**src/hw/rtl/ns3_pkg.sv**
```systemverilog
// ----------------------------------------------------------------------------
// ns3_pkg
// Shared constants, types and helpers of the 3x3 neighbour sum block.
// ----------------------------------------------------------------------------
package ns3_pkg;

    localparam int MAX_SIDE = 32;
    localparam int SAMPLE_W = 16;
    localparam int SIDE_W   = 6;
    localparam int POS_W    = 5;
    localparam int SUM_W    = 19;
    localparam int COLSUM_W = SAMPLE_W + 2;
    localparam int ACC_W    = SAMPLE_W + 4;
    localparam int DEPTH    = 3 * MAX_SIDE;
    localparam int ADDR_W   = $clog2(DEPTH);
    localparam int SIDE_RST = 32;

    typedef logic signed [SAMPLE_W-1:0] t_sample;
    typedef logic signed [COLSUM_W-1:0] t_colsum;
    typedef logic signed [ACC_W-1:0]    t_acc;
    typedef logic signed [SUM_W-1:0]    t_nsum;
    typedef logic [SIDE_W-1:0]          t_side;
    typedef logic [POS_W-1:0]           t_pos;
    typedef logic [ADDR_W-1:0]          t_addr;
    typedef logic [1:0]                 t_slot;

    localparam t_slot SLOT_LAST = 2'd2;

    function automatic t_slot slot_prev(t_slot s);
        t_slot p;
        p = (s == '0) ? SLOT_LAST : s - 2'd1;
        return p;
    endfunction

    function automatic t_slot slot_next(t_slot s);
        t_slot p;
        p = (s == SLOT_LAST) ? '0 : s + 2'd1;
        return p;
    endfunction

    function automatic t_addr mem_addr(t_slot s, t_pos c);
        t_addr a;
        a = ADDR_W'(s) * ADDR_W'(MAX_SIDE) + ADDR_W'(c);
        return a;
    endfunction

endpackage

```
**src/hw/rtl/ns3_in_if.sv**
```systemverilog
// ----------------------------------------------------------------------------
// ns3_in_if
// Sample input channel: valid/ready handshake with one sample per transfer.
// ----------------------------------------------------------------------------
interface ns3_in_if;
    import ns3_pkg::*;

    logic    valid;
    logic    ready;
    t_sample sample;

    modport source (output valid, output sample, input ready);
    modport sink   (input valid, input sample, output ready);

endinterface

```
**src/hw/rtl/ns3_out_if.sv**
```systemverilog
// ----------------------------------------------------------------------------
// ns3_out_if
// Result channel: valid/ready handshake, one cell sum per transfer.
// ----------------------------------------------------------------------------
interface ns3_out_if;
    import ns3_pkg::*;

    logic  valid;
    logic  ready;
    t_nsum neighbour_sum;
    t_pos  cell_row;
    t_pos  cell_col;
    logic  run_last;
    logic  frame_done;

    modport source (output valid, output neighbour_sum, output cell_row, output cell_col,
                    output run_last, output frame_done, input ready);
    modport sink   (input valid, input neighbour_sum, input cell_row, input cell_col,
                    input run_last, input frame_done, output ready);

endinterface

```
**src/hw/rtl/neighbour_sum_3x3.sv**
```systemverilog
// ----------------------------------------------------------------------------
// neighbour_sum_3x3
// When a sample completes a cell, its result goes through S_COL and S_EMIT to
// the output register; S_EMIT waits while that register is full. A right-edge
// cell follows through S_EDGE and S_EMIT. No new sample is taken before the
// block is back in S_IDLE. The last sample adds a flush of the last row, cell
// by cell through S_FRD and S_FCOL, via the line store read port.
// Reset (synchronous): frame position cleared, side length 32, no result.
// ----------------------------------------------------------------------------
module neighbour_sum_3x3 (
    input  logic          i_clk,
    input  logic          i_rst_n,
    input  logic          i_cfg_we,
    input  ns3_pkg::t_side i_cfg_wdata,
    ns3_in_if.sink        i_smp,
    ns3_out_if.source     o_res
);
    import ns3_pkg::*;

    typedef enum logic [5:0] {
        S_IDLE = 6'b000001,
        S_COL  = 6'b000010,
        S_EMIT = 6'b000100,
        S_EDGE = 6'b001000,
        S_FRD  = 6'b010000,
        S_FCOL = 6'b100000
    } t_state;

    t_state  r_state, n_state;
    t_side   r_side;
    t_pos    r_row, r_col;
    t_slot   r_slot;
    logic    r_has_top, r_has_mid, r_edge_pend, r_flush_pend, r_flush;
    logic    r_ovalid;

    t_pos    r_it_row, r_it_col, r_fcol, r_cell_row, r_cell_col;
    t_slot   r_it_slot;
    t_sample r_sample;
    t_colsum r_sum_l, r_sum_m, r_sum_r;
    t_sample r_ctr_m, r_ctr_r;
    t_sample mem [DEPTH];
    t_sample r_rd_top, r_rd_mid;
    t_nsum   r_onsum;
    t_pos    r_orow, r_ocol;
    logic    r_olast, r_odone;

    t_side   side_eff, side_m1;
    logic    pos_ok, in_xfer, last_col, last_row, out_free, col_clear, do_shift;
    logic    emit_last, emit_done, cell_end;
    t_pos    acc_row, acc_col;
    t_slot   acc_slot;
    t_addr   wr_addr, rd_top_addr, rd_mid_addr;
    t_sample col_top, col_mid, col_bot;
    t_colsum col_sum;
    t_acc    cell_acc;

    always_comb begin
        if (r_side < SIDE_W'(2)) begin
            side_eff = SIDE_W'(2);
        end else if (r_side > SIDE_W'(MAX_SIDE)) begin
            side_eff = SIDE_W'(MAX_SIDE);
        end else begin
            side_eff = r_side;
        end
    end

    assign side_m1  = side_eff - SIDE_W'(1);
    assign pos_ok   = (SIDE_W'(r_row) < side_eff) && (SIDE_W'(r_col) < side_eff);
    assign acc_row  = pos_ok ? r_row : '0;
    assign acc_col  = pos_ok ? r_col : '0;
    assign acc_slot = pos_ok ? r_slot : '0;
    assign last_col = SIDE_W'(acc_col) == side_m1;
    assign last_row = SIDE_W'(acc_row) == side_m1;

    assign i_smp.ready = (r_state == S_IDLE);
    assign in_xfer     = i_smp.valid && i_smp.ready;
    assign out_free    = !r_ovalid || o_res.ready;
    assign cell_end    = SIDE_W'(r_cell_col) == side_m1;

    // line store: row r lives in slot r mod 3
    assign wr_addr = mem_addr(acc_slot, acc_col);

    always_comb begin
        if (r_state == S_IDLE) begin
            rd_top_addr = mem_addr(slot_prev(slot_prev(acc_slot)), acc_col);
            rd_mid_addr = mem_addr(slot_prev(acc_slot), acc_col);
        end else begin
            rd_top_addr = mem_addr(slot_prev(r_it_slot), r_fcol);
            rd_mid_addr = mem_addr(r_it_slot, r_fcol);
        end
    end

    always_ff @(posedge i_clk) begin
        if (in_xfer) begin
            mem[wr_addr] <= i_smp.sample;
        end
        r_rd_top <= mem[rd_top_addr];
        r_rd_mid <= mem[rd_mid_addr];
    end

    // incoming column of the 3x3 window
    always_comb begin
        if (r_state == S_FCOL) begin
            col_top   = r_rd_top;
            col_mid   = r_rd_mid;
            col_bot   = '0;
            col_clear = (r_fcol == '0);
        end else begin
            col_top   = r_has_top ? r_rd_top : '0;
            col_mid   = r_has_mid ? r_rd_mid : '0;
            col_bot   = r_sample;
            col_clear = (r_it_col == '0);
        end
    end

    assign col_sum  = COLSUM_W'(col_top) + COLSUM_W'(col_mid) + COLSUM_W'(col_bot);
    assign do_shift = (r_state == S_COL) || (r_state == S_FCOL);
    assign cell_acc = ACC_W'(r_sum_l) + ACC_W'(r_sum_m) - ACC_W'(r_ctr_m) + ACC_W'(r_sum_r);

    assign emit_last = r_flush ? cell_end : (!r_edge_pend && !r_flush_pend);
    assign emit_done = r_flush && cell_end;

    always_comb begin
        n_state = r_state;
        case (r_state)
            S_IDLE: begin
                if (in_xfer) n_state = S_COL;
            end
            S_COL: begin
                n_state = (r_has_mid && r_it_col != '0) ? S_EMIT : S_IDLE;
            end
            S_EMIT: begin
                if (out_free) begin
                    if (r_edge_pend) begin
                        n_state = S_EDGE;
                    end else if (r_flush) begin
                        n_state = cell_end ? S_IDLE : S_FRD;
                    end else if (r_flush_pend) begin
                        n_state = S_FRD;
                    end else begin
                        n_state = S_IDLE;
                    end
                end
            end
            S_EDGE: n_state = S_EMIT;
            S_FRD:  n_state = S_FCOL;
            S_FCOL: n_state = (r_fcol != '0) ? S_EMIT : S_FRD;
            default: n_state = S_IDLE;
        endcase
    end

    // control
    always_ff @(posedge i_clk) begin
        if (!i_rst_n) begin
            r_state      <= S_IDLE;
            r_side       <= SIDE_W'(SIDE_RST);
            r_row        <= '0;
            r_col        <= '0;
            r_slot       <= '0;
            r_has_top    <= 1'b0;
            r_has_mid    <= 1'b0;
            r_edge_pend  <= 1'b0;
            r_flush_pend <= 1'b0;
            r_flush      <= 1'b0;
            r_ovalid     <= 1'b0;
        end else begin
            r_state <= n_state;
            if ((r_state == S_EMIT) && out_free) begin
                r_ovalid <= 1'b1;
            end else if (o_res.ready) begin
                r_ovalid <= 1'b0;
            end
            if (i_cfg_we) begin
                r_side <= i_cfg_wdata;
                r_row  <= '0;
                r_col  <= '0;
                r_slot <= '0;
            end else if (in_xfer) begin
                if (last_col) begin
                    r_col <= '0;
                    if (last_row) begin
                        r_row  <= '0;
                        r_slot <= '0;
                    end else begin
                        r_row  <= acc_row + POS_W'(1);
                        r_slot <= slot_next(acc_slot);
                    end
                end else begin
                    r_row  <= acc_row;
                    r_slot <= acc_slot;
                    r_col  <= acc_col + POS_W'(1);
                end
            end
            case (r_state)
                S_IDLE: begin
                    if (in_xfer) begin
                        r_has_top    <= acc_row >= POS_W'(2);
                        r_has_mid    <= acc_row != '0;
                        r_edge_pend  <= (acc_row != '0) && last_col;
                        r_flush_pend <= last_row && last_col;
                        r_flush      <= 1'b0;
                    end
                end
                S_EMIT: begin
                    if (out_free) begin
                        if (!r_edge_pend && !r_flush && r_flush_pend) begin
                            r_flush      <= 1'b1;
                            r_flush_pend <= 1'b0;
                        end
                        if (!r_edge_pend && r_flush && cell_end) r_flush <= 1'b0;
                    end
                end
                S_EDGE: begin
                    r_edge_pend <= 1'b0;
                end
                S_FCOL: begin
                    if (SIDE_W'(r_fcol) == side_m1) r_edge_pend <= 1'b1;
                end
                default: begin
                end
            endcase
        end
    end

    // datapath
    always_ff @(posedge i_clk) begin
        if (in_xfer) begin
            r_it_row  <= acc_row;
            r_it_col  <= acc_col;
            r_it_slot <= acc_slot;
            r_sample  <= i_smp.sample;
        end
        if (do_shift) begin
            r_sum_l <= col_clear ? '0 : r_sum_m;
            r_sum_m <= col_clear ? '0 : r_sum_r;
            r_ctr_m <= col_clear ? '0 : r_ctr_r;
            r_sum_r <= col_sum;
            r_ctr_r <= col_mid;
        end
        case (r_state)
            S_COL: begin
                r_cell_row <= r_it_row - POS_W'(1);
                r_cell_col <= r_it_col - POS_W'(1);
            end
            S_EMIT: begin
                if (out_free) begin
                    r_onsum <= cell_acc[SUM_W-1:0];
                    r_orow  <= r_cell_row;
                    r_ocol  <= r_cell_col;
                    r_olast <= emit_last;
                    r_odone <= emit_done;
                    if (!r_edge_pend && !r_flush && r_flush_pend) r_fcol <= '0;
                end
            end
            S_EDGE: begin
                r_sum_l    <= r_sum_m;
                r_sum_m    <= r_sum_r;
                r_ctr_m    <= r_ctr_r;
                r_sum_r    <= '0;
                r_ctr_r    <= '0;
                r_cell_col <= r_cell_col + POS_W'(1);
            end
            S_FCOL: begin
                r_cell_row <= r_it_row;
                r_cell_col <= r_fcol - POS_W'(1);
                r_fcol     <= r_fcol + POS_W'(1);
            end
            default: begin
            end
        endcase
    end

    assign o_res.valid         = r_ovalid;
    assign o_res.neighbour_sum = r_onsum;
    assign o_res.cell_row      = r_orow;
    assign o_res.cell_col      = r_ocol;
    assign o_res.run_last      = r_olast;
    assign o_res.frame_done    = r_odone;

endmodule

```
**src/flat_wrapper.sv**
```systemverilog
// flat-port wrapper written by rule: the top's interface ports become plain ports
module neighbour_sum_3x3_flat import ns3_pkg::*;
  (i_clk, i_rst_n, i_cfg_we, i_cfg_wdata, i_smp_valid, i_smp_sample, i_smp_ready, o_res_valid, o_res_neighbour_sum, o_res_cell_row, o_res_cell_col, o_res_run_last, o_res_frame_done, o_res_ready);
  ns3_in_if i_smp_i ();
  ns3_out_if o_res_i ();
  input  logic i_clk;
  input  logic i_rst_n;
  input  logic i_cfg_we;
  input  ns3_pkg::t_side i_cfg_wdata;
  input wire logic [$bits(i_smp_i.valid)-1:0] i_smp_valid;
  input wire logic [$bits(i_smp_i.sample)-1:0] i_smp_sample;
  output wire logic [$bits(i_smp_i.ready)-1:0] i_smp_ready;
  output wire logic [$bits(o_res_i.valid)-1:0] o_res_valid;
  output wire logic [$bits(o_res_i.neighbour_sum)-1:0] o_res_neighbour_sum;
  output wire logic [$bits(o_res_i.cell_row)-1:0] o_res_cell_row;
  output wire logic [$bits(o_res_i.cell_col)-1:0] o_res_cell_col;
  output wire logic [$bits(o_res_i.run_last)-1:0] o_res_run_last;
  output wire logic [$bits(o_res_i.frame_done)-1:0] o_res_frame_done;
  input wire logic [$bits(o_res_i.ready)-1:0] o_res_ready;
  assign i_smp_i.valid = i_smp_valid;
  assign i_smp_i.sample = i_smp_sample;
  assign i_smp_ready = i_smp_i.ready;
  assign o_res_valid = o_res_i.valid;
  assign o_res_neighbour_sum = o_res_i.neighbour_sum;
  assign o_res_cell_row = o_res_i.cell_row;
  assign o_res_cell_col = o_res_i.cell_col;
  assign o_res_run_last = o_res_i.run_last;
  assign o_res_frame_done = o_res_i.frame_done;
  assign o_res_i.ready = o_res_ready;
  neighbour_sum_3x3 u_core (.i_clk(i_clk), .i_rst_n(i_rst_n), .i_cfg_we(i_cfg_we), .i_cfg_wdata(i_cfg_wdata), .i_smp(i_smp_i), .o_res(o_res_i));
endmodule
```
**config.mk**
```make
export PLATFORM = sky130hd
export DESIGN_NAME = neighbour_sum_3x3_flat
export DESIGN_NICKNAME = d
export VERILOG_FILES = /design/src/hw/rtl/ns3_pkg.sv /design/src/hw/rtl/ns3_in_if.sv /design/src/hw/rtl/ns3_out_if.sv /design/src/hw/rtl/neighbour_sum_3x3.sv /design/src/flat_wrapper.sv
export SDC_FILE = /design/constraint.sdc
export NUM_CORES = 2
export LEC_CHECK = 0
export BUFFER_PORTS_ARGS = -buffer_cell sky130_fd_sc_hd__clkbuf_2
export CAP_MARGIN = 25
export CORE_AREA = 2 2 568 570
export CTS_CLUSTER_DIAMETER = 100
export DETAILED_ROUTE_END_ITERATION = 10
export DIE_AREA = 0 0 570 572
export GPL_TIMING_DRIVEN = 0
export SLEW_MARGIN = 20
export SYNTH_ARGS = -nofsm -noshare
export SYNTH_HDL_FRONTEND = slang
export SYNTH_SLANG_ARGS = --single-unit
```
**constraint.sdc**
```tcl
create_clock -name i_clk -period 9.5 [get_ports i_clk]
set_clock_uncertainty 0.05 [all_clocks]
set_input_delay 0 -clock i_clk [delete_from_list [all_inputs] [get_ports i_clk]]
set_output_delay 0 -clock i_clk [all_outputs]
set_load 0.01 [all_outputs]
```
==> reports/summary.log <==
[logic_synthesis] Post-Synthesis Cells 5,138
[setup_path] type of destination of the critical path flop
[worst_hold_path] Hold WC Path Type primary input to flop
[clock_network] number of clock buffers inserted by TritonCTS 178
[clock_network] CTS sink count 1,758
[sta] setup ws final 2.64 ns
[sta] top achievable clock speed 0.146 GHz
[clock_network] buffer cell driving the clock tree root clkbuf_16
[setup_path] Critical Path Start Type flop
[routing] DRT Pass-1 Iters 9
[logic_synthesis] net count of the mapped netlist 5,275
[die] die outline area 326,000 um2
[placed_design] GP Congestion 0.982
[clock_network] cts repair resizes 0
[setup_path] arrival time of data at the critical path endpoint 7.35 ns
[global_routing] met1 track demand over resource 20.7%
[clock_network] Clk Latency, worst-skew pair 0.84 ns
[logic_synthesis] top cells by area, synth edfxtp_1 68%, mux2i_1 6.7%, nand2_1 3.8%, dfxtp_1 2.6%, nand3_1 2.0%
[die] y dimension of the die 572 um
[routing] post-detailed-route DRC marker count 0
[placed_design] Detail Placement HPWL 188,000 um
[logic_synthesis] area fraction of the dominant cell type after synthesis 68.2%
[routing] routed wire length per instance 27.4 um
[clock_network] CTS H-tree lvls 4
[logic_synthesis] top cell type by total area after synthesis edfxtp_1
[sta] Worst slew margin 18.0%
[global_routing] total congestion overflow 0
[setup_path] type of the worst setup path flop to flop
[global_routing] number of global-route vias before repair 46,700
[logic_synthesis] Post-Syn Area 73,200 um2
[layout] Area Overhead vs Synth 20.0%
[sta] minimum clock period 6.86 ns
[logic_synthesis] syn_area_per_cell 14.2 um2
[sta] transition time of the tightest slew-check pin 1.23 ns
[setup_path] highest net fanout along the worst path 10
[layout] commonest cells after routing, fill and taps aside 1,662 x edfxtp_1, 744 x nand2_1, 491 x mux2i_1
[die] number of rows in the core area 208
[sta] total negative setup slack 0 ns
[logic_synthesis] number of enable flip-flop cells after synthesis 1,662
[power_and_ir_drop] peak ir drop on the vdd network 0.159 mV
[global_routing] busiest layer in global routing met2
[global_routing] met2 Usage GRT 24.0%
[logic_synthesis] total number of yosys warnings 0
[layout] most frequent standard cell in the layout excluding fill and tap cells edfxtp_1
[logic_synthesis] Cell variety after synth 84
[placed_design] Inst Count DP 9,516
[clock_network] clock tree from TritonCTS done
[global_routing] all-layer global routing usage 16.1%
[status] status completed
[global_routing] maximum number of pins on one net before global-route repair 98
[clock_network] Post-CTS Setup Inserts 0
[sta] unrepaired setup endpoints after global routing no
[setup_path] top cell family by delay on the critical path simple AND/OR/NAND/NOR gates
[sta] number of hold violations in the final report 0
[die] Core Area 320,000 um2
[setup_path] count of buffering cells on the critical path with inverters included 6
[setup_path] maximum single-stage delay on the critical path 0.93 ns
[run] max-capacitance violation count 0
[global_routing] first-pass GRT wire length 369,000 um
[routing] Detailed Route Iter0 Violations 7,978
[global_routing] met3 routing resource usage after global routing 5.41%
[setup_path] Required @ worst endpoint 9.99 ns
[setup_path] slowest library cell on the worst path nor2_2
[layout] cell area after layout 87,800 um2
[routing] number of vias per cell after detailed routing 4.99
[clock_network] quantity of hold-fixing buffers added after cts 50
[logic_synthesis] Async S/R FF share, synth 0%
[power_and_ir_drop] Power per Cell Area 223 nW/um2
[clock_network] clock slew at reported path FFs 0.06 ns
[logic_synthesis] sequential element share of the synthesized area 70.8%
[global_routing] antenna violations before repair 26
[sta] Setup violations, final 0
[power_and_ir_drop] Total Power 0.0196 W
[die] floorplan die width 570 um
[clock_network] Bufs on Longest Clock Path 3
[placed_design] input/output buffers 58
[die] effective utilization at floorplan 22.9%
[power_and_ir_drop] LEAKAGE 29.6 nW
[setup_path] critical path's most frequent cell buf_6
[logic_synthesis] flip-flop and latch count after synthesis 1,758
[routing] sum of routed wire length over all layers 271,000 um
[placed_design] post-detailed-placement cell area 81,400 um2
[placed_design] worst-case setup slack after placement 2.90 ns
[routing] post-detailed-route count of antenna-violating nets 0
[layout] final net count 5,691
[sta] period utilization 72.2%
[setup_path] critical path, cell by cell buf_1, nand2b_1, ha_1, a21o_1, a211oi_1, o211a_1, buf_6, buf_6, buf_6, clkbuf_1, o21ai_2, nor2_1, nand3_1, nor2_2, buf_6
[die] I/O pin count 60
[logic_synthesis] dominant register cell in the synthesized netlist edfxtp_1
[routing] total vias in the final route 49,400
[layout] number of standard cells in the layout, taps in and fillers out 9,906
[layout] ratio of cells with drive above 1 in the final layout 13.6%
[sta] Max Transition Viols Final 0
-- path summary, 6_finish.rpt --
path                        start                       end  depth (start not counted)  slack, ns
max              u_core.r_side[5]         u_core.mem[29][1]                         15       2.64
min                   i_smp_valid        u_core.r_edge_pend                          5       0.06
max reg2reg      u_core.r_side[5]         u_core.mem[29][1]                         15       2.64
min reg2reg  u_core.r_cell_row[1]  u_core.o_res.cell_row[1]                          0       0.37
-- through the flow --
stage / hold WS [ns] / utilization (%)
6_report: 0.0602 / 27.5
5_1_grt: 0.0761 / 27.4
4_1_cts: 0.00231 / 27.4
3_5_place_dp: 0.198 / 25.5
3_3_place_gp: 0.191 / 24.6
2_1_floorplan: 0.0489 / -
-- area by class of cell --
cell class	count	area [um2]
buffer	295	1490
timing repair buffer	236	2750
tap	4200	5260
multi-input combinational	2929	20100
sequential	1758	51800
inverter	156	586
antenna	16	40.0
clock inverter	93	1030
fill	32300	232000
clock buffer	223	4730
-- worst reg2reg max path: stages (launching register included) --
cell and delay (ns):
dfxtp_1 0.40, buf_1 0.45, nand2b_1 0.26, ha_1 0.27, a21o_1 0.18, a211oi_1 0.29, o211a_1 0.22, buf_6 0.16
buf_6 0.19, buf_6 0.20, clkbuf_1 0.92, o21ai_2 0.42, nor2_1 0.55, nand3_1 0.85, nor2_2 0.96, buf_6 0.26
-- logic make-up after synthesis --
family                   Yosys count  share of synthesized area, %
multiplexers                     491                          6.71
XOR/XNOR                          57                         0.703
buffers and inverters            451                          2.81
flip-flops                      1758                          70.8
AO/OA/AOI/OAI                    731                          7.08
adder cells (fa/ha/maj)          110                          2.42
AND/OR/NAND/NOR                 1540                          9.47
-- metal layers --
metal / wire (um) / part of all wire (%)
met5: 164 / 0.060
met4: 15800 / 5.8
met3: 35900 / 13
met2: 115000 / 42
met1: 104000 / 38
-- report_power, final --
| group | leakage, nW | total, W | switching (W) | internal (W) |
|---|---|---|---|---|
| Sequential | 15.8 | 0.00871 | 0.0000530 | 0.00866 |
| Clock | 2.79 | 0.00704 | 0.00313 | 0.00391 |
| Combinational | 11.1 | 0.00381 | 0.00266 | 0.00115 |
-- synth_stat cells (9+ instances only) --
master	count
and2_1	62
o22a_1	10
o21ai_1	16
inv_1	154
nor3_1	61
a21o_1	10
o211a_1	11
xor2_1	17
a32oi_1	57
nor2b_1	15
nand3_1	292
mux2i_1	491
buf_2	119
nand2_1	745
buf_6	9
a2bb2oi_1	9
o21ai_0	68
nand2b_1	22
a222oi_1	10
a311oi_1	53
edfxtp_1	1662
dfxtp_1	96
a31oi_1	14
nand4_1	43
a211oi_1	100
o22ai_1	62
a21oi_1	156
nor2_1	190
nor4_1	42
a22oi_1	25
fa_1	53
o211ai_1	29
clkbuf_1	111
buf_1	17
ha_1	57
nand3b_1	14
buf_4	39
xnor2_1	39
and3_1	21
o2111ai_1	34
-- sequential cells by signal, indices dropped and copies added, names as in the netlist, 5 cells and up --
name and flops:
u_core.r_it_row 5, u_core.r_row 5, u_core.r_rd_mid 16, u_core.o_res.cell_row 5, u_core.r_col 5, u_core.o_res.cell_col 5
u_core.r_sum_r 18, u_core.r_it_col 5, u_core.o_res.neighbour_sum 19, u_core.r_ctr_m 16, u_core.r_sample 16, u_core.r_sum_m 18
u_core.r_state 6, u_core.r_fcol 5, u_core.r_side 6, u_core.r_cell_col 5, u_core.r_ctr_r 16, u_core.r_rd_top 16
u_core.r_sum_l 18, u_core.r_cell_row 5, u_core.mem 1536
(Power assumes the default switching activity.)
